### src/nggp_pkg.sv
// Shared types, character codes and weight tables for the GGA sentence parser.
`timescale 1ns / 1ps
`default_nettype none
package nggp_pkg;

  localparam logic [7:0] EndByteReset = 8'd10;
  localparam logic [7:0] CharComma    = 8'h2C;
  localparam logic [7:0] CharPlus     = 8'h2B;
  localparam logic [7:0] CharMinus    = 8'h2D;
  localparam logic [7:0] CharDot      = 8'h2E;
  localparam logic [7:0] CharZero     = 8'h30;
  localparam logic [7:0] CharNine     = 8'h39;
  localparam logic [7:0] CharG        = 8'h47;
  localparam logic [7:0] CharA        = 8'h41;
  localparam logic [7:0] CharN        = 8'h4E;
  localparam logic [7:0] CharE        = 8'h45;

  localparam logic [3:0] FldType    = 4'd0;
  localparam logic [3:0] FldTime    = 4'd1;
  localparam logic [3:0] FldLat     = 4'd2;
  localparam logic [3:0] FldLatHemi = 4'd3;
  localparam logic [3:0] FldLon     = 4'd4;
  localparam logic [3:0] FldLonHemi = 4'd5;
  localparam logic [3:0] FldQuality = 4'd6;
  localparam logic [3:0] FldSats    = 4'd7;
  localparam logic [3:0] FldAlt     = 4'd9;
  localparam logic [3:0] FldLast    = 4'd15;

  localparam logic [7:0] PosLast    = 8'd255;
  localparam logic [7:0] TypeLength = 8'd6;

  // altitude fraction tracking: integer part, fraction digits 1..3 taken, stopped
  localparam logic [2:0] AltInt     = 3'd0;
  localparam logic [2:0] AltFracEnd = 3'd4;
  localparam logic [2:0] AltStop    = 3'd7;
  localparam logic [26:0] AltMax    = 27'd99999999;

  typedef struct packed {
    logic       take;      // ordinary character step
    logic       done;      // end byte step
    logic [3:0] field;
    logic [7:0] pos;
    logic [7:0] ch;
    logic       is_digit;
    logic [3:0] digit;
  } tok_t;

  typedef struct packed {
    logic [6:0]  hour;
    logic [6:0]  minute;
    logic [6:0]  second;
    logic [25:0] lat;
    logic        lat_present;
    logic        lat_north;
    logic [29:0] lon;
    logic        lon_present;
    logic        lon_east;
    logic [3:0]  quality;
    logic [6:0]  sats;
  } fld_t;

  function automatic logic [25:0] lat_weight(input logic [3:0] pos);
    logic [25:0] w;
    case (pos)
      4'd0:    w = 26'd6000000;
      4'd1:    w = 26'd600000;
      4'd2:    w = 26'd100000;
      4'd3:    w = 26'd10000;
      4'd5:    w = 26'd1000;
      4'd6:    w = 26'd100;
      4'd7:    w = 26'd10;
      4'd8:    w = 26'd1;
      default: w = 26'd0;
    endcase
    return w;
  endfunction

  function automatic logic [29:0] lon_weight(input logic [3:0] pos);
    logic [29:0] w;
    case (pos)
      4'd0:    w = 30'd60000000;
      4'd1:    w = 30'd6000000;
      4'd2:    w = 30'd600000;
      4'd3:    w = 30'd100000;
      4'd4:    w = 30'd10000;
      4'd6:    w = 30'd1000;
      4'd7:    w = 30'd100;
      4'd8:    w = 30'd10;
      4'd9:    w = 30'd1;
      default: w = 30'd0;
    endcase
    return w;
  endfunction

  function automatic logic [6:0] frac_weight(input logic [2:0] frac);
    logic [6:0] w;
    case (frac)
      3'd1:    w = 7'd100;
      3'd2:    w = 7'd10;
      3'd3:    w = 7'd1;
      default: w = 7'd0;
    endcase
    return w;
  endfunction

endpackage
`default_nettype wire

### src/nmea_gga_position_parser_core.sv
// Top level of the GGA sentence parser: input stage, held coordinates, result register.
// Takes one received byte per cycle while no end byte is stalled. Each byte sits in an input
// register while the field logic updates; on the end byte of a sentence whose first field
// is six characters ending in GGA the result register loads, so a result passes through
// the input register and then the result register. A result waiting at the output blocks
// only an end byte that would produce another result; no other byte stalls.
`timescale 1ns / 1ps
`default_nettype none
module nmea_gga_position_parser_core (
  input  wire logic        clk_i,
  input  wire logic        rst_ni,
  input  wire logic        end_byte_we_i,
  input  wire logic [7:0]  end_byte_i,
  input  wire logic        rx_valid_i,
  output logic             rx_ready_o,
  input  wire logic [7:0]  rx_byte_i,
  output logic             res_valid_o,
  input  wire logic        res_ready_i,
  output logic [6:0]       utc_hour_o,
  output logic [6:0]       utc_minute_o,
  output logic [6:0]       utc_second_o,
  output logic [26:0]      latitude_o,
  output logic [30:0]      longitude_o,
  output logic [27:0]      altitude_mm_o,
  output logic [3:0]       fix_quality_o,
  output logic [6:0]       satellite_count_o
);
  import nggp_pkg::*;

  logic [7:0]  end_byte_q;
  logic        s1_valid_q;
  logic [7:0]  s1_byte_q;
  logic        is_end, match, produce, stall, advance, load;
  tok_t        tok;
  fld_t        fld;
  logic [27:0] alt;
  logic [26:0] held_lat_q, held_lat_d, lat_val;
  logic [30:0] held_lon_q, held_lon_d, lon_val;
  logic        res_valid_q;

  assign is_end     = (s1_byte_q == end_byte_q);
  assign produce    = is_end && match;
  assign stall      = produce && res_valid_q && !res_ready_i;
  assign advance    = s1_valid_q && !stall;
  assign load       = advance && produce;
  assign rx_ready_o = !s1_valid_q || advance;

  nggp_tokenizer u_tokenizer (
    .clk_i     (clk_i),
    .rst_ni    (rst_ni),
    .advance_i (advance),
    .is_end_i  (is_end),
    .byte_i    (s1_byte_q),
    .tok_o     (tok),
    .match_o   (match)
  );

  nggp_fields u_fields (
    .clk_i  (clk_i),
    .rst_ni (rst_ni),
    .tok_i  (tok),
    .fld_o  (fld)
  );

  nggp_altitude u_altitude (
    .clk_i         (clk_i),
    .rst_ni        (rst_ni),
    .tok_i         (tok),
    .altitude_mm_o (alt)
  );

  assign lat_val    = fld.lat_north ? {1'b0, fld.lat} : 27'd0 - {1'b0, fld.lat};
  assign lon_val    = fld.lon_east ? {1'b0, fld.lon} : 31'd0 - {1'b0, fld.lon};
  assign held_lat_d = (load && fld.lat_present) ? lat_val : held_lat_q;
  assign held_lon_d = (load && fld.lon_present) ? lon_val : held_lon_q;

  always_ff @(posedge clk_i or negedge rst_ni) begin
    if (!rst_ni) begin
      end_byte_q  <= EndByteReset;
      s1_valid_q  <= 1'b0;
      res_valid_q <= 1'b0;
      held_lat_q  <= 27'd0;
      held_lon_q  <= 31'd0;
    end else begin
      if (end_byte_we_i) begin
        end_byte_q <= end_byte_i;
      end
      if (rx_valid_i && rx_ready_o) begin
        s1_valid_q <= 1'b1;
      end else if (advance) begin
        s1_valid_q <= 1'b0;
      end
      if (load) begin
        res_valid_q <= 1'b1;
      end else if (res_ready_i) begin
        res_valid_q <= 1'b0;
      end
      held_lat_q <= held_lat_d;
      held_lon_q <= held_lon_d;
    end
  end

  always_ff @(posedge clk_i) begin
    if (rx_valid_i && rx_ready_o) begin
      s1_byte_q <= rx_byte_i;
    end
    if (load) begin
      utc_hour_o        <= fld.hour;
      utc_minute_o      <= fld.minute;
      utc_second_o      <= fld.second;
      latitude_o        <= held_lat_d;
      longitude_o       <= held_lon_d;
      altitude_mm_o     <= alt;
      fix_quality_o     <= fld.quality;
      satellite_count_o <= fld.sats;
    end
  end

  assign res_valid_o = res_valid_q;

  // end byte resets the field position
  a_end_clears: assert property (@(posedge clk_i) disable iff (!rst_ni)
    advance && is_end |=> tok.field == FldType && tok.pos == 8'd0)
    else $error("field position not cleared after end byte");

  // a new result only follows a matched sentence
  a_load_match: assert property (@(posedge clk_i) disable iff (!rst_ni)
    $rose(res_valid_o) |-> $past(match) && $past(is_end))
    else $error("result without a matched sentence end");

  // altitude stays within its saturation bounds
  a_alt_range: assert property (@(posedge clk_i) disable iff (!rst_ni)
    res_valid_o |-> ($signed(altitude_mm_o) <= $signed({1'b0, AltMax}))
                 && ($signed(altitude_mm_o) >= -$signed({1'b0, AltMax})))
    else $error("altitude out of range");

endmodule
`default_nettype wire

### src/nggp_tokenizer.sv
// Field and character position tracking, sentence type check.
`timescale 1ns / 1ps
`default_nettype none
module nggp_tokenizer (
  input  wire logic        clk_i,
  input  wire logic        rst_ni,
  input  wire logic        advance_i,
  input  wire logic        is_end_i,
  input  wire logic [7:0]  byte_i,
  output nggp_pkg::tok_t   tok_o,
  output logic             match_o
);
  import nggp_pkg::*;

  logic [3:0] field_q, field_d;
  logic [7:0] pos_q, pos_d;
  logic [1:0] hits_q, hits_d;
  logic       match_q, match_d;
  logic       is_comma, is_digit;

  assign is_comma = (byte_i == CharComma);
  assign is_digit = (byte_i >= CharZero) && (byte_i <= CharNine);

  assign tok_o.take     = advance_i && !is_end_i && !is_comma;
  assign tok_o.done     = advance_i && is_end_i;
  assign tok_o.field    = field_q;
  assign tok_o.pos      = pos_q;
  assign tok_o.ch       = byte_i;
  assign tok_o.is_digit = is_digit;
  assign tok_o.digit    = is_digit ? 4'(byte_i - CharZero) : 4'd0;
  assign match_o        = match_q;

  always_comb begin
    field_d = field_q;
    pos_d   = pos_q;
    hits_d  = hits_q;
    match_d = match_q;
    if (advance_i) begin
      if (is_end_i) begin
        field_d = FldType;
        pos_d   = 8'd0;
        hits_d  = 2'd0;
        match_d = 1'b0;
      end else if (is_comma) begin
        if (field_q == FldType) begin
          match_d = (pos_q == TypeLength) && (hits_q == 2'd3);
        end
        if (field_q != FldLast) begin
          field_d = field_q + 4'd1;
        end
        pos_d = 8'd0;
      end else begin
        if (field_q == FldType) begin
          case (pos_q)
            8'd3:    hits_d = (byte_i == CharG) ? 2'd1 : 2'd0;
            8'd4:    hits_d = (hits_q == 2'd1 && byte_i == CharG) ? 2'd2 : 2'd0;
            8'd5:    hits_d = (hits_q == 2'd2 && byte_i == CharA) ? 2'd3 : 2'd0;
            default: hits_d = hits_q;
          endcase
        end
        if (pos_q != PosLast) begin
          pos_d = pos_q + 8'd1;
        end
      end
    end
  end

  always_ff @(posedge clk_i or negedge rst_ni) begin
    if (!rst_ni) begin
      field_q <= FldType;
      pos_q   <= 8'd0;
      hits_q  <= 2'd0;
      match_q <= 1'b0;
    end else begin
      field_q <= field_d;
      pos_q   <= pos_d;
      hits_q  <= hits_d;
      match_q <= match_d;
    end
  end

endmodule
`default_nettype wire

### src/nggp_fields.sv
// Time, coordinate, fix quality and satellite count accumulation.
`timescale 1ns / 1ps
`default_nettype none
module nggp_fields (
  input  wire logic      clk_i,
  input  wire logic      rst_ni,
  input  nggp_pkg::tok_t tok_i,
  output nggp_pkg::fld_t fld_o
);
  import nggp_pkg::*;

  fld_t       fld_q, fld_d;
  logic [6:0] time_term;

  assign time_term = tok_i.pos[0] ? 7'(tok_i.digit) : 7'(tok_i.digit) * 7'd10;
  assign fld_o     = fld_q;

  always_comb begin
    fld_d = fld_q;
    if (tok_i.done) begin
      fld_d = '0;
    end else if (tok_i.take) begin
      case (tok_i.field)
        FldTime: begin
          case (tok_i.pos)
            8'd0, 8'd1: fld_d.hour   = fld_q.hour + time_term;
            8'd2, 8'd3: fld_d.minute = fld_q.minute + time_term;
            8'd4, 8'd5: fld_d.second = fld_q.second + time_term;
            default:    fld_d.hour   = fld_q.hour;
          endcase
        end
        FldLat: begin
          if (tok_i.pos == 8'd0) fld_d.lat_present = 1'b1;
          if (tok_i.pos < 8'd9) begin
            fld_d.lat = fld_q.lat + lat_weight(tok_i.pos[3:0]) * 26'(tok_i.digit);
          end
        end
        FldLatHemi: begin
          if (tok_i.pos == 8'd0) fld_d.lat_north = (tok_i.ch == CharN);
        end
        FldLon: begin
          if (tok_i.pos == 8'd0) fld_d.lon_present = 1'b1;
          if (tok_i.pos < 8'd10) begin
            fld_d.lon = fld_q.lon + lon_weight(tok_i.pos[3:0]) * 30'(tok_i.digit);
          end
        end
        FldLonHemi: begin
          if (tok_i.pos == 8'd0) fld_d.lon_east = (tok_i.ch == CharE);
        end
        FldQuality: begin
          if (tok_i.pos == 8'd0) fld_d.quality = tok_i.digit;
        end
        FldSats: begin
          if (tok_i.pos < 8'd2) fld_d.sats = fld_q.sats * 7'd10 + 7'(tok_i.digit);
        end
        default: fld_d = fld_q;
      endcase
    end
  end

  always_ff @(posedge clk_i or negedge rst_ni) begin
    if (!rst_ni) begin
      fld_q <= '0;
    end else begin
      fld_q <= fld_d;
    end
  end

endmodule
`default_nettype wire

### src/nggp_altitude.sv
// Altitude field decoding into saturated signed millimetres.
`timescale 1ns / 1ps
`default_nettype none
module nggp_altitude (
  input  wire logic        clk_i,
  input  wire logic        rst_ni,
  input  nggp_pkg::tok_t   tok_i,
  output logic [27:0]      altitude_mm_o
);
  import nggp_pkg::*;

  logic [26:0] acc_q, acc_d;
  logic        neg_q, neg_d;
  logic [2:0]  frac_q, frac_d;
  logic [29:0] int_sum, frac_sum;

  assign int_sum  = 30'(acc_q) * 30'd10 + 30'(tok_i.digit) * 30'd1000;
  assign frac_sum = 30'(acc_q) + 30'(tok_i.digit) * 30'(frac_weight(frac_q));

  assign altitude_mm_o = neg_q ? 28'd0 - 28'(acc_q) : 28'(acc_q);

  always_comb begin
    acc_d  = acc_q;
    neg_d  = neg_q;
    frac_d = frac_q;
    if (tok_i.done) begin
      acc_d  = 27'd0;
      neg_d  = 1'b0;
      frac_d = AltInt;
    end else if (tok_i.take && tok_i.field == FldAlt && frac_q != AltStop) begin
      if (tok_i.pos == 8'd0 && (tok_i.ch == CharPlus || tok_i.ch == CharMinus)) begin
        neg_d = (tok_i.ch == CharMinus);
      end else if (tok_i.is_digit) begin
        if (frac_q == AltInt) begin
          acc_d = (int_sum > 30'(AltMax)) ? AltMax : int_sum[26:0];
        end else if (frac_q < AltFracEnd) begin
          acc_d  = (frac_sum > 30'(AltMax)) ? AltMax : frac_sum[26:0];
          frac_d = frac_q + 3'd1;
        end
      end else if (tok_i.ch == CharDot && frac_q == AltInt) begin
        frac_d = 3'd1;
      end else begin
        frac_d = AltStop;
      end
    end
  end

  always_ff @(posedge clk_i or negedge rst_ni) begin
    if (!rst_ni) begin
      acc_q  <= 27'd0;
      neg_q  <= 1'b0;
      frac_q <= AltInt;
    end else begin
      acc_q  <= acc_d;
      neg_q  <= neg_d;
      frac_q <= frac_d;
    end
  end

endmodule
`default_nettype wire

### config.mk
export PLATFORM = sky130hd
export DESIGN_NAME = nmea_gga_position_parser_core
export DESIGN_NICKNAME = d
export VERILOG_FILES = /design/src/nggp_pkg.sv /design/src/nmea_gga_position_parser_core.sv /design/src/nggp_tokenizer.sv /design/src/nggp_fields.sv /design/src/nggp_altitude.sv
export SDC_FILE = /design/constraint.sdc
export NUM_CORES = 1
export LEC_CHECK = 0
export BUFFER_PORTS_ARGS = -buffer_cell sky130_fd_sc_hd__buf_2
export CAP_MARGIN = 0
export CORE_MARGIN = 3
export CORE_UTILIZATION = 30
export CTS_BUF_LIST = sky130_fd_sc_hd__clkbuf_4
export DETAILED_ROUTE_END_ITERATION = 8
export GPL_TIMING_DRIVEN = 0
export PLACE_DENSITY = 0.57
export REMOVE_ABC_BUFFERS = 1
export SYNTH_ARGS = -nofsm -noshare
export SYNTH_HDL_FRONTEND = slang
export SYNTH_SLANG_ARGS = --single-unit
### constraint.sdc
create_clock -name clk_i -period 6.4 [get_ports clk_i]
set_input_delay 0.64 -clock clk_i [delete_from_list [all_inputs] [get_ports clk_i]]
set_output_delay 0.64 -clock clk_i [all_outputs]
set_load 0.03 [all_outputs]
; ---- Yosys cells after proc, flatten, opt, wreduce, memory -nomap -nowiden
; Memories as Yosys holds them, arrays and structs flattened.
; Cells that the tools add are included.
[totals]
register_bits = 332
rom_bits = 656
in_bits = 21
output_inout_bits = 120
word_cells = 250
memories = 2
[mem_list]
columns = memory, depth, width, read_ports, rd_clocked_by_memory_dff, write_ports, line_no
row1 = (no name shown), 16, 22, 1, 0, 0, nggp_pkg.sv:80  ; case (pos)
row2 = (no name shown), 16, 19, 1, 0, 0, nggp_pkg.sv:64  ; case (pos)
[op_classes]
add_sub_neg = 15
n_mul = 7
n_lt_le_gt_ge = 8
eq_ne = 36
muxes = 73
reduce_logical = 76
[op_table]
columns = cell, count
row1 = 27-bit two-way mux, 12
row2 = 92-bit two-way mux, 2
row3 = 30-bit two-way mux, 5
row4 = 26-bit two-way mux, 5
row5 = 31-bit two-way mux, 3
row6 = 30-bit by 27-bit greater-than comparator with 1-bit output (second input constant), 2
row7 = 2-bit nonzero test, 23
row8 = 7-bit two-way mux, 6
row9 = 3-bit AND reduction, 13
row10 = 8-bit by 6-bit == test with 1-bit output (second input constant), 4
row11 = 8-bit by 7-bit == test with 1-bit output (second input constant), 4
row12 = 1-bit by 30-bit subtractor with 31-bit output (first input constant), 1
row13 = 30-bit by 14-bit adder with 30-bit output, 1
row14 = 30-bit adder, 1
row15 = 30-bit by 4-bit multiplier with 30-bit output, 1
row16 = 27-bit by 3-bit multiplier with 29-bit output (second input constant), 1
row17 = 27-bit by 11-bit adder with 28-bit output, 1
row18 = 1-bit by 27-bit subtractor with 28-bit output (first input constant), 1
row19 = 1-bit by 26-bit subtractor with 27-bit output (first input constant), 1
row20 = 26-bit adder, 1
row21 = 26-bit by 4-bit multiplier with 26-bit output, 1
row22 = 8-bit by 3-bit == test with 1-bit output (second input constant), 3
row23 = 4-bit two-way mux, 6
row24 = 8-bit two-way mux, 3
row25 = other kinds (48), 114

; ---- Depth between registers and ports, before layout
[depth]
ltp_word = 16
mapped_depth = 32
depth_no_buf = 29

; ---- Modules after synthesis
; Synthesis repeated with hierarchy kept, for this count alone.
[unflattened]
hier_cells = 3054
hier_area_um2 = 28108.2
[modules_own_cells]
columns = mod, instances, cells_each, area_each_um2, seq_area_each_um2
row1 = nggp_fields, 1, 1409, 11807.6, 2302.2
row2 = nmea_gga_position_parser_core, 1, 539, 7573.5, 5487.8
row3 = nggp_altitude, 1, 976, 7562.3, 775.7
row4 = nggp_tokenizer, 1, 130, 1164.9, 375.4

; ---- Least setup slack after synthesis
; No wires, ideal clock.
[synth_path]
path_type = reg2reg
startpoint = register s1_byte_q[7]
endpoint = register u_altitude.acc_q[0]
setup_time_ns = 0.122
t_arrival_ns = 6.723
required_time_ns = 6.278
path_slack_ns = -0.445
path_stages_with_launch = 32
path_buffers = 2
period_less_slack_ns = 6.845
path_cell_list = edfxtp_1 > nor3b_1 > and3_1 > clkbuf_1 > nand2_1 > clkinv_1 > clkbuf_1 > ha_1 > xnor2_1 > inv_1 > fa_1 > inv_1 > ha_1 > nor2b_1 > o21ai_0 > nand2b_1 > nor2b_1 > o21ai_0 > nand2_1 > xor2_1 > ha_1 > nand3_1 > a211o_1 > a21boi_0 > or2_2 > and4_1 > nand3_1 > o21ai_0 > nand4b_1 > a211oi_4 > nand3_2 > a32o_1
[synth_via]
elab_chain_len = 13
elab_cells_between_ends = 41
cone_classes = add/sub (2) / mul (2) / order compare (4) / eq/ne (5) / mux (9) / reduce/logical (19)
[synth_lines]
columns = element, line_no
row1 = start: declaration, nmea_gga_position_parser_core.sv:32  ; logic [7:0] s1_byte_q;
row2 = start signal: assignment, nmea_gga_position_parser_core.sv:105  ; s1_byte_q <= rx_byte_i;
row3 = 8-bit by 6-bit >= comparator with 1-bit output or 8-bit by 6-bit <= comparator with 1-bit output (tied branches), nggp_tokenizer.sv:22  ; assign is_digit = (byte_i >= CharZero) && (byte_i <= CharNine);
row4 = 1-bit logical AND, nggp_tokenizer.sv:22
row5 = 4-bit two-way mux, nggp_tokenizer.sv:30  ; assign tok_o.digit = is_digit ? 4'(byte_i - CharZero) : 4'd0;
row6 = 4-bit by 7-bit multiplier with 11-bit output, nggp_altitude.sv:18  ; assign frac_sum = 30'(acc_q) + 30'(tok_i.digit) * 30'(frac_weight(frac_q));
row7 = 27-bit by 11-bit adder with 28-bit output, nggp_altitude.sv:18
row8 = 30-bit by 27-bit greater-than comparator with 1-bit output, nggp_altitude.sv:37  ; acc_d = (frac_sum > 30'(AltMax)) ? AltMax : frac_sum[26:0];
row9 = 27-bit two-way mux, nggp_altitude.sv:37
row10 = 27-bit two-way mux, nggp_altitude.sv:36  ; end else if (frac_q < AltFracEnd) begin
row11 = 27-bit two-way mux, nggp_altitude.sv:34  ; if (frac_q == AltInt) begin
row12 = 27-bit two-way mux, nggp_altitude.sv:33  ; end else if (tok_i.is_digit) begin
row13 = 27-bit two-way mux, nggp_altitude.sv:31  ; if (tok_i.pos == 8'd0 && (tok_i.ch == CharPlus || tok_i.ch == CharMinus)) begin
row14 = 27-bit two-way mux, nggp_altitude.sv:30  ; end else if (tok_i.take && tok_i.field == FldAlt && frac_q != AltStop) begin
row15 = 27-bit two-way mux, nggp_altitude.sv:26  ; if (tok_i.done) begin
row16 = end signal: assignment, nggp_altitude.sv:50  ; acc_q <= 27'd0;
row17 = end signal: assignment, nggp_altitude.sv:54  ; acc_q <= acc_d;
row18 = end: declaration, nggp_altitude.sv:12  ; logic [26:0] acc_q, acc_d;
; Parallel ways exist; a longest one is shown, timed or not. The select of a mux whose other input is x is not followed.
; A chain may end at the register's enable or synchronous reset.

; ---- Worst setup path in the final report
[layout_path]
startpoint = register s1_byte_q[7]
endpoint = register u_altitude.acc_q[1]
; The elaborated chain is that of the path after synthesis.

==> flow_metrics.env <==
export IMPL_drv_slew=0
export IMPL_fmax_ghz=0.158
export IMPL_reg2reg_slack_ps=80
export IMPL_place_inst=4146
export IMPL_cap_violations=0
export IMPL_p_clk_share_pct=32.1
export IMPL_antenna_found_initial=1
export IMPL_yosysTopAreaCellShare_pct=18.9
export IMPL_syn2layout_area_growth_pct=17.7
export IMPL_die_w_um=306
export IMPL_ys_warn_count=0
export IMPL_synth_area_top_cells="dfrtp_1 (19%), edfxtp_1 (14%), ha_1 (11%), fa_1 (10%), xnor2_1 (5.5%)"
export IMPL_power_internal_mw=4.03
export IMPL_gp_congestion=0.868
export IMPL_drtIter0Drc=1277
export IMPL_wl_per_cell_um=16.2
export IMPL_swShare_pct=34.8
export IMPL_switchingPower_mw=2.15
export IMPL_hp_class="in -> reg"
export IMPL_fin_ws_ps=84.8
export IMPL_drive_gt1_share_pct=16.1
export IMPL_final_area_sq_um=31800
export IMPL_nets=3569
export IMPL_ir_drop_mv=0.122
export IMPL_cts_root_buf="clkbuf_4"
export IMPL_slew_headroom_pct=14.3
export IMPL_cp_end_kind="flop"
export IMPL_place_ws_ps=-3410
export IMPL_place_area_sq_um=29000
export IMPL_io_pins=141
export IMPL_rr_startpoint="s1_byte_q[7]$_DFFE_PP_"
export IMPL_syn_instance_count=2944
export IMPL_arrival_ps=7070
export IMPL_r2r_end="u_altitude.acc_q[1]$_DFFE_PN0P_"
export IMPL_start_util_pct=30.4
export IMPL_seq_power_share_pct=40.2
export IMPL_crit_fanout=6
export IMPL_vias=21700
export IMPL_syn_area_sq_um=27000
export IMPL_path_buf_inv=5
export IMPL_portBuffers=140
export IMPL_seq_area_frac_synth_pct=33.1
export IMPL_grt_usage_pct=15.1
export IMPL_clk_path_buf_depth=3
export IMPL_p_leak_nw=15.1
export IMPL_grt_pass1_vias=21300
export IMPL_cts_buffers=92
export IMPL_reg2reg_depth=30
export IMPL_cts_sinks=332
export IMPL_dpl_hpwl_um=52100
export IMPL_detail_route_antenna_nets=0
export IMPL_hold_start="res_ready_i"
export IMPL_via_per_inst=4.91
export IMPL_cp_top_family="simple AND/OR/NAND/NOR gates"
export IMPL_cp_required_ps=7160
export IMPL_fin_crit_sh_pct=98.7
export IMPL_min_to="res_valid_o$_DFFE_PN0P_"
export IMPL_fp_dieH_um=306
export IMPL_dr_pass1_iters=5
export IMPL_rsz0062_at_grt="yes"
export IMPL_clkLatencyLatePin_ps=890
export IMPL_grt_ovfl_total=0
export IMPL_grt_pass1_wl_um=115000
export IMPL_crit_slowest_cell="fa_1"
export IMPL_ys_ff_latch=332
export IMPL_worst_setup_path_start_kind="flop"
export IMPL_power_density_nw_per_um2=194
export IMPL_hold_depth=3
export IMPL_crit_type="reg -> reg"
export IMPL_worstMarginPinSlew_ps=1280
export IMPL_synth_edf_count=126
export IMPL_p_comb_share_pct=27.6
export IMPL_finalClockSkew_ps=102
export IMPL_coreArea_sq_um=88800
export IMPL_h_tree_depth=3
export IMPL_grt_start_max_net_pins=108
export IMPL_timing_hold_ws_ps=225
export IMPL_final_min_clock_period_ps=6320
export IMPL_finalSetupViolations=0
export IMPL_status="finished, final reports clean"
export IMPL_path_common_cell="ha_4"
export IMPL_syn_avg_cell_area_sq_um=9.18
export IMPL_clkTransAtPathRegs_ps=60
export IMPL_async_flop_share_pct=62.0
export IMPL_ys_flop_type="dfrtp_1"
export IMPL_power_total_mw=6.17
export IMPL_totalWireLength_um=71600
export IMPL_dieArea_sq_um=93700
export IMPL_instances_no_fill=4416
export IMPL_drc=0
export IMPL_synth_distinct_cells=90
export IMPL_cp_slowest_stage_delay_ps=490
export IMPL_cts_tree="yes"
export IMPL_hold_viol=0
export IMPL_synth_top_area_cell="dfrtp_1"
export IMPL_rows=109
power by group through the flow:
stage	Sequential, mW	Combinational, mW	Clock [mW]
3_3_place_gp	2.52	1.50	0
3_5_place_dp	2.52	1.54	0
2_1_floorplan	2.46	1.15	0
6_report	2.48	1.71	1.98
4_1_cts	2.48	1.68	2.09
5_1_grt	2.50	1.90	2.19
layer usage:
metal	up-vias	global-route usage, %	part of all wire (%)
li1	10700	-	-
met1	10400	20.4	47
met2	463	24.3	46
met3	121	2.45	4.6
met4	0	5.87	3.0
met5	-	0	0
stage by stage:
stage | setup TNS [ps] | utilization [%]
after floorplan | -44970 | -
after global placement | -853300 | 32.4
after CTS | 0 | 35.2
final | 0 | 35.8
after detailed placement | -140110 | 32.7
after global routing | -1140 | 35.8
synthesized netlist by cell type, types with 34 or more instances:
cell and number:
nand3_1 67, xor2_1 40, clkbuf_1 100, edfxtp_1 126, and2_1 34, a21oi_1 199, inv_1 303, a21o_1 72
o21ai_0 143, nor2_1 222, nor3_1 55, and3_1 34, nor2b_1 37, fa_1 135, ha_1 240, dfrtp_1 204
nand2_1 321, xnor2_1 171
sequential cells by signal, summed over array words and instances, names as in the netlist, 2 cells and up:
| signal | flops |
|---|---|
| u_fields.fld_o | 92 |
| held_lon_q | 31 |
| longitude_o | 31 |
| altitude_mm_o | 28 |
| held_lat_q | 27 |
| latitude_o | 27 |
| u_altitude.acc_q | 27 |
| end_byte_q | 8 |
| s1_byte_q | 8 |
| u_tokenizer.pos_q | 8 |
| satellite_count_o | 7 |
| utc_hour_o | 7 |
| utc_minute_o | 7 |
| utc_second_o | 7 |
| fix_quality_o | 4 |
| u_tokenizer.field_q | 4 |
| u_altitude.frac_q | 3 |
| u_tokenizer.hits_q | 2 |
layout by cell type (no fill, tap or decap), types with 22 or more instances in the layout:
master,Yosys,layout
nor2_1,222,213
nand4_1,27,27
nand2_1,321,313
o21ai_0,143,131
nor2b_1,37,35
clkbuf_4,0,131
nor3_1,55,51
buf_4,1,60
buf_2,6,139
edfxtp_1,126,126
nand3_1,67,63
a21oi_1,199,185
mux2i_1,32,31
xor2_1,40,39
fa_1,135,133
and3_1,34,32
dfrtp_1,204,203
xnor2_1,171,168
a21o_1,72,72
nand2b_1,32,32
clkinv_1,2,25
dlygate4sd3_1,0,25
and2_1,34,33
a31oi_1,24,22
ha_1,240,228
inv_1,303,296
worst register-to-register path: cells and delay by family, from the launching register on:
family	cells	cell delay, ps
and+or+nand+nor	13	2020
buffers and inverters	5	560
DFF	1	450
AOI/OAI and AO/OA	6	1460
xor gates and xnor gates	2	370
adders and majority gates	4	1310
cells by family after synthesis:
group           Yosys count  synth area share [%]
compound gates          620                  14.6
xor+xnor                211                  6.84
fa+ha+maj               378                  21.2
buf+inv                 418                  5.88
flops                   332                  33.1
mux                      46                  1.77
other cells               1                0.0139
simple gates            938                  16.6
cell type report:
cell class / count / area, sq um
fill: 9060 / 57000
multi-input combinational: 2196 / 17200
sequential: 332 / 8940
timing repair buffer: 245 / 1780
tap: 1165 / 1460
inverter: 305 / 1170
clock buffer: 131 / 983
clock inverter: 39 / 206
timing repair inverter: 1 / 8.76
antenna: 2 / 5.00
worst max-delay path by stage:
stage                                 startpoint                               end  slack [ps]  depth (start not counted)
after floorplan           s1_byte_q[7]$_DFFE_PP_  u_altitude.acc_q[26]$_DFFE_PN0P_       -1470                         21
after global placement    s1_byte_q[0]$_DFFE_PP_  u_altitude.acc_q[19]$_DFFE_PN0P_       -4980                          9
after detailed placement  s1_byte_q[2]$_DFFE_PP_  u_altitude.acc_q[13]$_DFFE_PN0P_       -3410                         29
after CTS                 s1_byte_q[6]$_DFFE_PP_    u_fields.fld_o[41]$_DFFE_PN0P_           3                         27
after global routing      s1_byte_q[7]$_DFFE_PP_    u_fields.fld_o[40]$_DFFE_PN0P_        -120                         25
final                     s1_byte_q[7]$_DFFE_PP_   u_altitude.acc_q[1]$_DFFE_PN0P_          80                         30
what timing repair did:
item | CTS | global route
gates cloned | 3 | 1
hold buffers | 25 | 0
hold endpoints to repair | 116 | 0
endpoints found under the setup margin | 74 | 40
setup buffers | 45 | 23
resized for setup | 91 | 75
pin swaps | 27 | 48
No activity file was read; power rests on OpenSTA's default activity.
